**src/hw/rtl/programmable_crc_byte_engine_macros.svh**
```systemverilog
// Assertion macros used by the CRC stage of the CRC engine.
`ifndef PROGRAMMABLE_CRC_BYTE_ENGINE_MACROS_SVH
`define PROGRAMMABLE_CRC_BYTE_ENGINE_MACROS_SVH

// Same-cycle implication, checked on the rising clock edge outside reset.
`define PCE_ASSERT_SAME(lbl, clk, rstn, ante, cons, msg) \
  lbl: assert property (@(posedge clk) disable iff (!rstn) (ante) |-> (cons)) \
    else $error(msg);

// Next-cycle implication, checked on the rising clock edge outside reset.
`define PCE_ASSERT_NEXT(lbl, clk, rstn, ante, cons, msg) \
  lbl: assert property (@(posedge clk) disable iff (!rstn) (ante) |=> (cons)) \
    else $error(msg);

`endif

```
**src/hw/rtl/pce_pkg.sv**
```systemverilog
// Types, constants and CRC step functions for the programmable CRC engine.
package pce_pkg;

  localparam int unsigned PCE_CRC_W  = 32;
  localparam int unsigned PCE_BYTE_W = 8;
  localparam int unsigned PCE_ADDR_W = 4;
  localparam int unsigned PCE_DATA_W = 32;

  // Register reset values.
  localparam logic [1:0]           PCE_RST_WIDTH_MODE = 2'd2;
  localparam logic [PCE_CRC_W-1:0] PCE_RST_POLYNOMIAL = 32'h04C1_1DB7;
  localparam logic [PCE_CRC_W-1:0] PCE_RST_INIT_VALUE = 32'hFFFF_FFFF;
  localparam logic [PCE_CRC_W-1:0] PCE_RST_FINAL_MASK = 32'hFFFF_FFFF;

  // Register indexes, taken from the word address.
  typedef enum logic [1:0] {
    REG_WIDTH_MODE = 2'd0,
    REG_POLYNOMIAL = 2'd1,
    REG_INIT_VALUE = 2'd2,
    REG_FINAL_MASK = 2'd3
  } pce_reg_e;

  // Width codes; the unused top code decodes as 32 bits.
  typedef enum logic [1:0] {
    WIDTH_8  = 2'd0,
    WIDTH_16 = 2'd1,
    WIDTH_32 = 2'd2
  } pce_width_e;

  typedef enum logic {
    CMD_BEGIN = 1'b0,
    CMD_DATA  = 1'b1
  } pce_cmd_e;

  typedef struct packed {
    logic [1:0]           width_mode;
    logic [PCE_CRC_W-1:0] polynomial;
    logic [PCE_CRC_W-1:0] init_value;
    logic [PCE_CRC_W-1:0] final_mask;
  } pce_cfg_t;

  typedef struct packed {
    logic                  command;
    logic [PCE_BYTE_W-1:0] data_byte;
  } pce_item_t;

  // Mask of the bits that belong to the selected width.
  function automatic logic [PCE_CRC_W-1:0] pce_mask(input logic [1:0] mode);
    logic [PCE_CRC_W-1:0] m;
    case (mode)
      WIDTH_8:  m = 32'h0000_00FF;
      WIDTH_16: m = 32'h0000_FFFF;
      default:  m = 32'hFFFF_FFFF;
    endcase
    return m;
  endfunction

  // One-hot mark of the top bit of the selected width.
  function automatic logic [PCE_CRC_W-1:0] pce_top(input logic [1:0] mode);
    logic [PCE_CRC_W-1:0] t;
    case (mode)
      WIDTH_8:  t = 32'h0000_0080;
      WIDTH_16: t = 32'h0000_8000;
      default:  t = 32'h8000_0000;
    endcase
    return t;
  endfunction

  // The byte placed in the top eight bits of the selected width.
  function automatic logic [PCE_CRC_W-1:0] pce_lane(input logic [1:0] mode,
                                                    input logic [PCE_BYTE_W-1:0] b);
    logic [PCE_CRC_W-1:0] l;
    case (mode)
      WIDTH_8:  l = {24'h00_0000, b};
      WIDTH_16: l = {16'h0000, b, 8'h00};
      default:  l = {b, 24'h00_0000};
    endcase
    return l;
  endfunction

  // Absorb one byte: fold it into the top, then eight shift and reduce steps.
  function automatic logic [PCE_CRC_W-1:0] pce_absorb(input logic [PCE_CRC_W-1:0] acc,
                                                      input logic [PCE_BYTE_W-1:0] b,
                                                      input logic [PCE_CRC_W-1:0] poly,
                                                      input logic [1:0] mode);
    logic [PCE_CRC_W-1:0] mask;
    logic [PCE_CRC_W-1:0] top;
    logic [PCE_CRC_W-1:0] p;
    logic [PCE_CRC_W-1:0] a;
    logic                 msb;
    mask = pce_mask(mode);
    top  = pce_top(mode);
    p    = poly & mask;
    a    = (acc & mask) ^ pce_lane(mode, b);
    for (int k = 0; k < PCE_BYTE_W; k++) begin
      msb = |(a & top);
      a   = (a << 1) & mask;
      if (msb) begin
        a = a ^ p;
      end
    end
    return a;
  endfunction

endpackage

```
**src/hw/rtl/pce_if.sv**
```systemverilog
// Handshake interfaces for the command words and the CRC result words.
interface pce_in_if;
  logic       valid;
  logic       ready;
  logic       command;
  logic [7:0] data_byte;

  modport source (output valid, output command, output data_byte, input ready);
  modport sink   (input valid, input command, input data_byte, output ready);
endinterface

interface pce_out_if;
  logic        valid;
  logic        ready;
  logic [31:0] crc_value;

  modport source (output valid, output crc_value, input ready);
  modport sink   (input valid, input crc_value, output ready);
endinterface

```
**src/hw/rtl/programmable_crc_byte_engine.sv**
```systemverilog
// Top level of the programmable MSB-first byte-wide CRC engine.
//
//   Channel   Direction  Contents
//   in_i      in         command (begin / data), data_byte
//   out_o     out        crc_value, one word per command word
//   APB       in/out     width_mode, polynomial, init_value, final_mask
//
// A command word goes into the input register on acceptance and its CRC word
// then into the result register; one word per cycle is sustained while the
// result side takes each word. A byte's eight shift-and-reduce steps settle
// combinationally between these registers, against the accumulator.
// Reset clears the accumulator and both valid flags and restores the
// registers to a 32-bit CRC with the usual polynomial and all-ones masks.
// A stalled result word holds both stages; input is still taken while the
// input register is empty.
module programmable_crc_byte_engine (
  input  logic                           clk_i,
  input  logic                           rst_ni,
  pce_in_if.sink                         in_i,
  pce_out_if.source                      out_o,
  input  logic                           psel,
  input  logic                           penable,
  input  logic                           pwrite,
  input  logic [pce_pkg::PCE_ADDR_W-1:0] paddr,
  input  logic [pce_pkg::PCE_DATA_W-1:0] pwdata,
  output logic [pce_pkg::PCE_DATA_W-1:0] prdata,
  output logic                           pready
);
  import pce_pkg::*;

  pce_cfg_t  cfg;
  pce_item_t item;
  logic      item_valid;
  logic      advance;

  pce_cfg_regs u_cfg_regs (
    .clk_i   (clk_i),
    .rst_ni  (rst_ni),
    .psel    (psel),
    .penable (penable),
    .pwrite  (pwrite),
    .paddr   (paddr),
    .pwdata  (pwdata),
    .prdata  (prdata),
    .pready  (pready),
    .cfg_o   (cfg)
  );

  pce_in_stage u_in_stage (
    .clk_i        (clk_i),
    .rst_ni       (rst_ni),
    .in_i         (in_i),
    .advance_i    (advance),
    .item_valid_o (item_valid),
    .item_o       (item)
  );

  pce_crc_stage u_crc_stage (
    .clk_i        (clk_i),
    .rst_ni       (rst_ni),
    .item_valid_i (item_valid),
    .item_i       (item),
    .cfg_i        (cfg),
    .advance_o    (advance),
    .out_o        (out_o)
  );

endmodule

```
**src/hw/rtl/pce_cfg_regs.sv**
```systemverilog
// APB register file holding width, polynomial, initial value and final mask.
module pce_cfg_regs (
  input  logic                             clk_i,
  input  logic                             rst_ni,
  input  logic                             psel,
  input  logic                             penable,
  input  logic                             pwrite,
  input  logic [pce_pkg::PCE_ADDR_W-1:0]   paddr,
  input  logic [pce_pkg::PCE_DATA_W-1:0]   pwdata,
  output logic [pce_pkg::PCE_DATA_W-1:0]   prdata,
  output logic                             pready,
  output pce_pkg::pce_cfg_t                cfg_o
);
  import pce_pkg::*;

  pce_cfg_t cfg_q;
  pce_cfg_t cfg_d;
  logic     wr_en;
  pce_reg_e reg_idx;

  assign pready  = 1'b1;
  assign wr_en   = psel && penable && pwrite;
  assign reg_idx = pce_reg_e'(paddr[3:2]);

  // Register write decode.
  always_comb begin
    cfg_d = cfg_q;
    if (wr_en) begin
      case (reg_idx)
        REG_WIDTH_MODE: cfg_d.width_mode = pwdata[1:0];
        REG_POLYNOMIAL: cfg_d.polynomial = pwdata;
        REG_INIT_VALUE: cfg_d.init_value = pwdata;
        REG_FINAL_MASK: cfg_d.final_mask = pwdata;
        default:        cfg_d = cfg_q;
      endcase
    end
  end

  always_ff @(posedge clk_i or negedge rst_ni) begin
    if (!rst_ni) begin
      cfg_q.width_mode <= PCE_RST_WIDTH_MODE;
      cfg_q.polynomial <= PCE_RST_POLYNOMIAL;
      cfg_q.init_value <= PCE_RST_INIT_VALUE;
      cfg_q.final_mask <= PCE_RST_FINAL_MASK;
    end else begin
      cfg_q <= cfg_d;
    end
  end

  // Read-back multiplexer.
  always_comb begin
    case (reg_idx)
      REG_WIDTH_MODE: prdata = {30'h0, cfg_q.width_mode};
      REG_POLYNOMIAL: prdata = cfg_q.polynomial;
      REG_INIT_VALUE: prdata = cfg_q.init_value;
      REG_FINAL_MASK: prdata = cfg_q.final_mask;
      default:        prdata = '0;
    endcase
  end

  assign cfg_o = cfg_q;

endmodule

```
**src/hw/rtl/pce_in_stage.sv**
```systemverilog
// Input register: captures one command word and holds it until the CRC stage moves on.
module pce_in_stage (
  input  logic               clk_i,
  input  logic               rst_ni,
  pce_in_if.sink             in_i,
  input  logic               advance_i,
  output logic               item_valid_o,
  output pce_pkg::pce_item_t item_o
);
  import pce_pkg::*;

  logic      valid_q;
  logic      valid_d;
  pce_item_t item_q;
  logic      take;

  // Room when empty or when the held word moves on this cycle.
  assign in_i.ready = !valid_q || advance_i;
  assign take       = in_i.valid && in_i.ready;

  always_comb begin
    valid_d = valid_q;
    if (in_i.ready) begin
      valid_d = in_i.valid;
    end
  end

  always_ff @(posedge clk_i or negedge rst_ni) begin
    if (!rst_ni) begin
      valid_q <= 1'b0;
    end else begin
      valid_q <= valid_d;
    end
  end

  // Payload needs no reset.
  always_ff @(posedge clk_i) begin
    if (take) begin
      item_q.command   <= in_i.command;
      item_q.data_byte <= in_i.data_byte;
    end
  end

  assign item_valid_o = valid_q;
  assign item_o       = item_q;

endmodule

```
**src/hw/rtl/pce_crc_stage.sv**
```systemverilog
// CRC stage: updates the accumulator and registers the reported CRC word.
`include "programmable_crc_byte_engine_macros.svh"

module pce_crc_stage (
  input  logic               clk_i,
  input  logic               rst_ni,
  input  logic               item_valid_i,
  input  pce_pkg::pce_item_t item_i,
  input  pce_pkg::pce_cfg_t  cfg_i,
  output logic               advance_o,
  pce_out_if.source          out_o
);
  import pce_pkg::*;

  logic [PCE_CRC_W-1:0] acc_q;
  logic [PCE_CRC_W-1:0] acc_d;
  logic [PCE_CRC_W-1:0] crc_q;
  logic [PCE_CRC_W-1:0] crc_d;
  logic [PCE_CRC_W-1:0] mask;
  logic                 out_valid_q;
  logic                 out_valid_d;
  logic                 fire;

  // The result register frees up when empty or when its word is taken.
  assign advance_o = !out_valid_q || out_o.ready;
  assign fire      = item_valid_i && advance_o;
  assign mask      = pce_mask(cfg_i.width_mode);

  // Begin loads the initial value; data runs the eight-step byte update.
  always_comb begin
    acc_d = acc_q;
    if (fire) begin
      if (item_i.command == CMD_BEGIN) begin
        acc_d = cfg_i.init_value & mask;
      end else begin
        acc_d = pce_absorb(acc_q, item_i.data_byte, cfg_i.polynomial, cfg_i.width_mode);
      end
    end
  end

  assign crc_d = (acc_d ^ cfg_i.final_mask) & mask;

  always_comb begin
    out_valid_d = out_valid_q;
    if (advance_o) begin
      out_valid_d = item_valid_i;
    end
  end

  always_ff @(posedge clk_i or negedge rst_ni) begin
    if (!rst_ni) begin
      acc_q       <= '0;
      out_valid_q <= 1'b0;
    end else begin
      acc_q       <= acc_d;
      out_valid_q <= out_valid_d;
    end
  end

  always_ff @(posedge clk_i) begin
    if (fire) begin
      crc_q <= crc_d;
    end
  end

  assign out_o.valid     = out_valid_q;
  assign out_o.crc_value = crc_q;

  // Checks on the accumulator and result register.
  `PCE_ASSERT_NEXT(a_fire_gives_word, clk_i, rst_ni, fire, out_valid_q, "processed word not presented")
  `PCE_ASSERT_NEXT(a_begin_loads_init, clk_i, rst_ni, fire && (item_i.command == CMD_BEGIN), acc_q == ($past(cfg_i.init_value) & pce_mask($past(cfg_i.width_mode))), "begin did not load the initial value")
  `PCE_ASSERT_NEXT(a_crc_in_width, clk_i, rst_ni, fire, (crc_q & ~pce_mask($past(cfg_i.width_mode))) == '0, "CRC word has bits above the width")
  `PCE_ASSERT_NEXT(a_stall_holds_acc, clk_i, rst_ni, !advance_o, acc_q == $past(acc_q), "accumulator moved while stalled")

endmodule

```
**src/flat_wrapper.sv**
```systemverilog
// flat-port wrapper written by rule: the top's interface ports become plain ports
module programmable_crc_byte_engine_flat import pce_pkg::*;
  (clk_i, rst_ni, psel, penable, pwrite, paddr, pwdata, prdata, pready, in_i_valid, in_i_command, in_i_data_byte, in_i_ready, out_o_valid, out_o_crc_value, out_o_ready);
  pce_in_if in_i_i ();
  pce_out_if out_o_i ();
  input  logic clk_i;
  input  logic rst_ni;
  input  logic psel;
  input  logic penable;
  input  logic pwrite;
  input  logic [pce_pkg::PCE_ADDR_W-1:0] paddr;
  input  logic [pce_pkg::PCE_DATA_W-1:0] pwdata;
  output logic [pce_pkg::PCE_DATA_W-1:0] prdata;
  output logic pready;
  input wire logic [$bits(in_i_i.valid)-1:0] in_i_valid;
  input wire logic [$bits(in_i_i.command)-1:0] in_i_command;
  input wire logic [$bits(in_i_i.data_byte)-1:0] in_i_data_byte;
  output wire logic [$bits(in_i_i.ready)-1:0] in_i_ready;
  output wire logic [$bits(out_o_i.valid)-1:0] out_o_valid;
  output wire logic [$bits(out_o_i.crc_value)-1:0] out_o_crc_value;
  input wire logic [$bits(out_o_i.ready)-1:0] out_o_ready;
  assign in_i_i.valid = in_i_valid;
  assign in_i_i.command = in_i_command;
  assign in_i_i.data_byte = in_i_data_byte;
  assign in_i_ready = in_i_i.ready;
  assign out_o_valid = out_o_i.valid;
  assign out_o_crc_value = out_o_i.crc_value;
  assign out_o_i.ready = out_o_ready;
  programmable_crc_byte_engine u_core (.clk_i(clk_i), .rst_ni(rst_ni), .in_i(in_i_i), .out_o(out_o_i), .psel(psel), .penable(penable), .pwrite(pwrite), .paddr(paddr), .pwdata(pwdata), .prdata(prdata), .pready(pready));
endmodule
```
**config.mk**
```make
export PLATFORM = sky130hd
export DESIGN_NAME = programmable_crc_byte_engine_flat
export DESIGN_NICKNAME = d
export VERILOG_FILES = /design/src/hw/rtl/pce_pkg.sv /design/src/hw/rtl/pce_if.sv /design/src/hw/rtl/programmable_crc_byte_engine.sv /design/src/hw/rtl/pce_cfg_regs.sv /design/src/hw/rtl/pce_in_stage.sv /design/src/hw/rtl/pce_crc_stage.sv /design/src/flat_wrapper.sv
export VERILOG_INCLUDE_DIRS = /design/src /design/src/hw/rtl
export SDC_FILE = /design/constraint.sdc
export NUM_CORES = 1
export LEC_CHECK = 0
export ABC_AREA = 1
export BUFFER_PORTS_ARGS = -buffer_cell sky130_fd_sc_hd__buf_4
export CORE_MARGIN = 4
export CORE_UTILIZATION = 40
export CTS_CLUSTER_DIAMETER = 120
export DETAILED_ROUTE_END_ITERATION = 6
export MAX_ROUTING_LAYER = met4
export SLEW_MARGIN = 0
export SYNTH_ARGS = -nofsm -noshare
export SYNTH_HDL_FRONTEND = slang
export SYNTH_HIERARCHICAL = 1
export SYNTH_SLANG_ARGS = --single-unit
```
**constraint.sdc**
```tcl
create_clock -name clk_i -period 8.4 [get_ports clk_i]
set_input_delay 1.68 -clock clk_i [delete_from_list [all_inputs] [get_ports clk_i]]
set_output_delay 1.68 -clock clk_i [all_outputs]
set_load 0.1 [all_outputs]
```
==> flow_summary.toml <==
[clock_network]
post_cts_resized = 0
htreeDepth = 4
clock_latency_ns = 0.44
cts_tree = "done"
ctsHoldBuffers = 0
root_buffer = "clkbuf_16"
clkTransAtPathRegs_ns = 0.07
cts_inserted_buffers = 17
cts_buffer_depth = 2
cts_sinks = 173
cts_setup_buffers = 0

[detailed_routing]
ant_nets = 0
drtIter0Drc = 1732
drc = 0
avgRoutedWirePerCell_microns = 17.9
dr.pass1.iters = 7
wl_microns = 56200
vias = 16900
drt-vias-per-instance = 5.39

[global_routing]
grt_first_pass_wirelength_microns = 86800
antenna_found_initial = 0
grt.overflow.total = 0
grt_pass1_vias = 15200
grtUsageTotal = 0.271
grt_max_degree = 69

[setup_path]
rrSetupSlack_ns = 0.54
cp_slowest_cell = "dfstp_2"
critPathArrivalTime_ns = 8.12
cp.required_ns = 8.66
cp_max_fo = 22
max_stage_delay_ns = 0.85
crit_path_end_kind = "flop"
worstSetupPathType = "reg2reg"
crit_start = "u_core/u_cfg_regs/cfg_o[97]"
rr_startpoint = "u_core/u_cfg_regs/cfg_o[97]"
cp-start-kind = "flop"
path_common_cell = "nand2_1"
timing.rr.end = "u_core/u_crc_stage/out_o.crc_value[8]"
endpoint = "u_core/u_crc_stage/out_o.crc_value[8]"
r2r_cells = 35

[logic_synthesis]
avgSynthCellArea_sq_um = 5.99
ys_seq_area_frac = 0.303
ys.warnings.count = 6
synth_nets = 2606
syn_area_sq_mm = 0.0153
synth_edf_count = 41
synth_top_area_frac = 0.334
synthArstFlopShare = 0.763
yosys.area.top_type = "nand2_1"
ys_seq_elements = 173
yosysUniqueCellTypes = 37
synthCells = 2554
synth_flop_cell = "dfstp_2"
synth_area_leaders = "nand2_1 33%, dfstp_2 14%, nand3_1 9.3%, dfrtp_1 8.7%, edfxtp_1 8.0%"

[placement]
dpl_worst_slack_ns = 0.578
dp_cells = 3104
dpl_cell_area_sq_mm = 0.0165
place.gp.congestion = 0.943
post-dp-hpwl_microns = 39600
io_buffers = 115

[min_path]
worstHoldStart = "u_core/u_cfg_regs/cfg_o[39]"
hold_path.class = "reg2reg"

[timing]
timing.setup.tns_ns = 0
rsz0062_at_grt = "false"
layout_setup_ws_ns = 0.540
fmax_mhz = 127
worstMarginPinSlew_ns = 1.01
setup_viol = 0
final-hold-violation-count = 0
min_period_ns = 7.86
period_share = 0.936
slew_headroom = 0.323
fin_worst_skew_ns = 0.0107
slew_violations = 0

[die]
die_area_sq_mm = 0.0414
boundaryPins = 119
coreArea_sq_mm = 0.0377
die_h_microns = 204
row_count = 71
die_w_microns = 204
initial_utilization = 0.406

[job]
maxCapViolCount = 0

[cells_and_area]
num-nets-final = 2665
drive_above_1_share = 0.131
layout_commonest_cell = "nand2_1"
diodes = 0
final_cells = 3137
fillCellCount = 4040
final_area_sq_mm = 0.0171
layout_common_cells = "1360 x nand2_1, 284 x nand3_1, 152 x buf_4"
syn2layout_area_growth_pct = 11.8

[outcome]
status = "finished, final reports clean"
## how the worst min path moves through the flow
stage / to / slack (ns) / depth (start not counted)
floorplan: u_core/u_cfg_regs/cfg_o[64] / 0.45 / 2
global placement: u_core/u_cfg_regs/cfg_o[37] / 0.46 / 2
detailed placement: u_core/u_cfg_regs/cfg_o[46] / 0.46 / 2
CTS: u_core/u_cfg_regs/cfg_o[46] / 0.47 / 2
global route: u_core/u_cfg_regs/cfg_o[38] / 0.49 / 2
finish: u_core/u_cfg_regs/cfg_o[39] / 0.47 / 2
## cell usage after synthesis (5+ instances only)
cell      count
a21boi_0     24
a21oi_1      66
buf_1        14
buf_2        57
buf_4        23
buf_6         5
clkbuf_1     15
clkinv_1      6
dfrtp_1      53
dfstp_2      79
edfxtp_1     41
inv_1       144
inv_2        14
nand2_1    1361
nand2_2      17
nand3_1     284
nand3_2      17
nand4_1      85
nor2_1       76
nor2_4        5
o211ai_1      6
o21a_1        6
o21ai_0      51
o21ai_1       6
or2_2        21
xnor2_1      18
xor2_1       46
## cell families (layout without fill, tap and decap cells)
logic type             Yosys count  after routing  share of synthesized area
other                            1              1                   0.000245
flip-flops                     173            173                      0.303
AND/OR/NAND/NOR               1875           1876                      0.517
XOR/XNOR                        66             66                     0.0396
buffers and inverters          278            349                     0.0810
AO/OA/AOI/OAI                  161            161                     0.0588
## stage by stage
step	utilization	hold WS, ns
2_1_floorplan	-	0.447
3_3_place_gp	0.437	0.461
6_report	0.454	0.470
5_1_grt	0.454	0.487
4_1_cts	0.454	0.473
3_5_place_dp	0.437	0.462
## worst max-delay path: cells and delay by family (launching register included)
family	cells	cell delay, ns
buffers and inverters	4	1.30
DFF	1	0.85
and+or+nand+nor	31	5.49
## flip-flops by register name, indices dropped and copies added, names as in the netlist
signal / flops
u_core/u_cfg_regs/cfg_o: 98
u_core/u_in_stage/item_valid_o: 1
u_core/u_in_stage/item_o: 9
u_core/u_crc_stage/out_o.crc_value: 32
u_core/u_crc_stage/out_o.valid: 1
u_core/u_crc_stage/acc_q: 32
## final cells by class
class / instances / area (sq um) / share of cell area
timing repair buffer: 153 / 1150 / 0.0674
sequential: 173 / 4630 / 0.271
inverter: 164 / 616 / 0.0360
clock inverter: 6 / 66.3 / 0.00388
multi-input combinational: 2104 / 9440 / 0.552
tap: 511 / 639 / 0.0374
clock buffer: 26 / 564 / 0.0330
## metal layers
layer  up-vias  part of all wire  GRT usage  wire length (microns)
li1       8262                 -          -                      -
met1      7860              0.46      0.398                  25800
met2       733              0.44      0.405                  24900
met3        54             0.082     0.0281                   4610
met4         0             0.016     0.0660                    892
met5         -                 0          -                      0
Power is not shown: default switching activity piles up to over one toggle a cycle in this logic, so the estimate is an artifact.
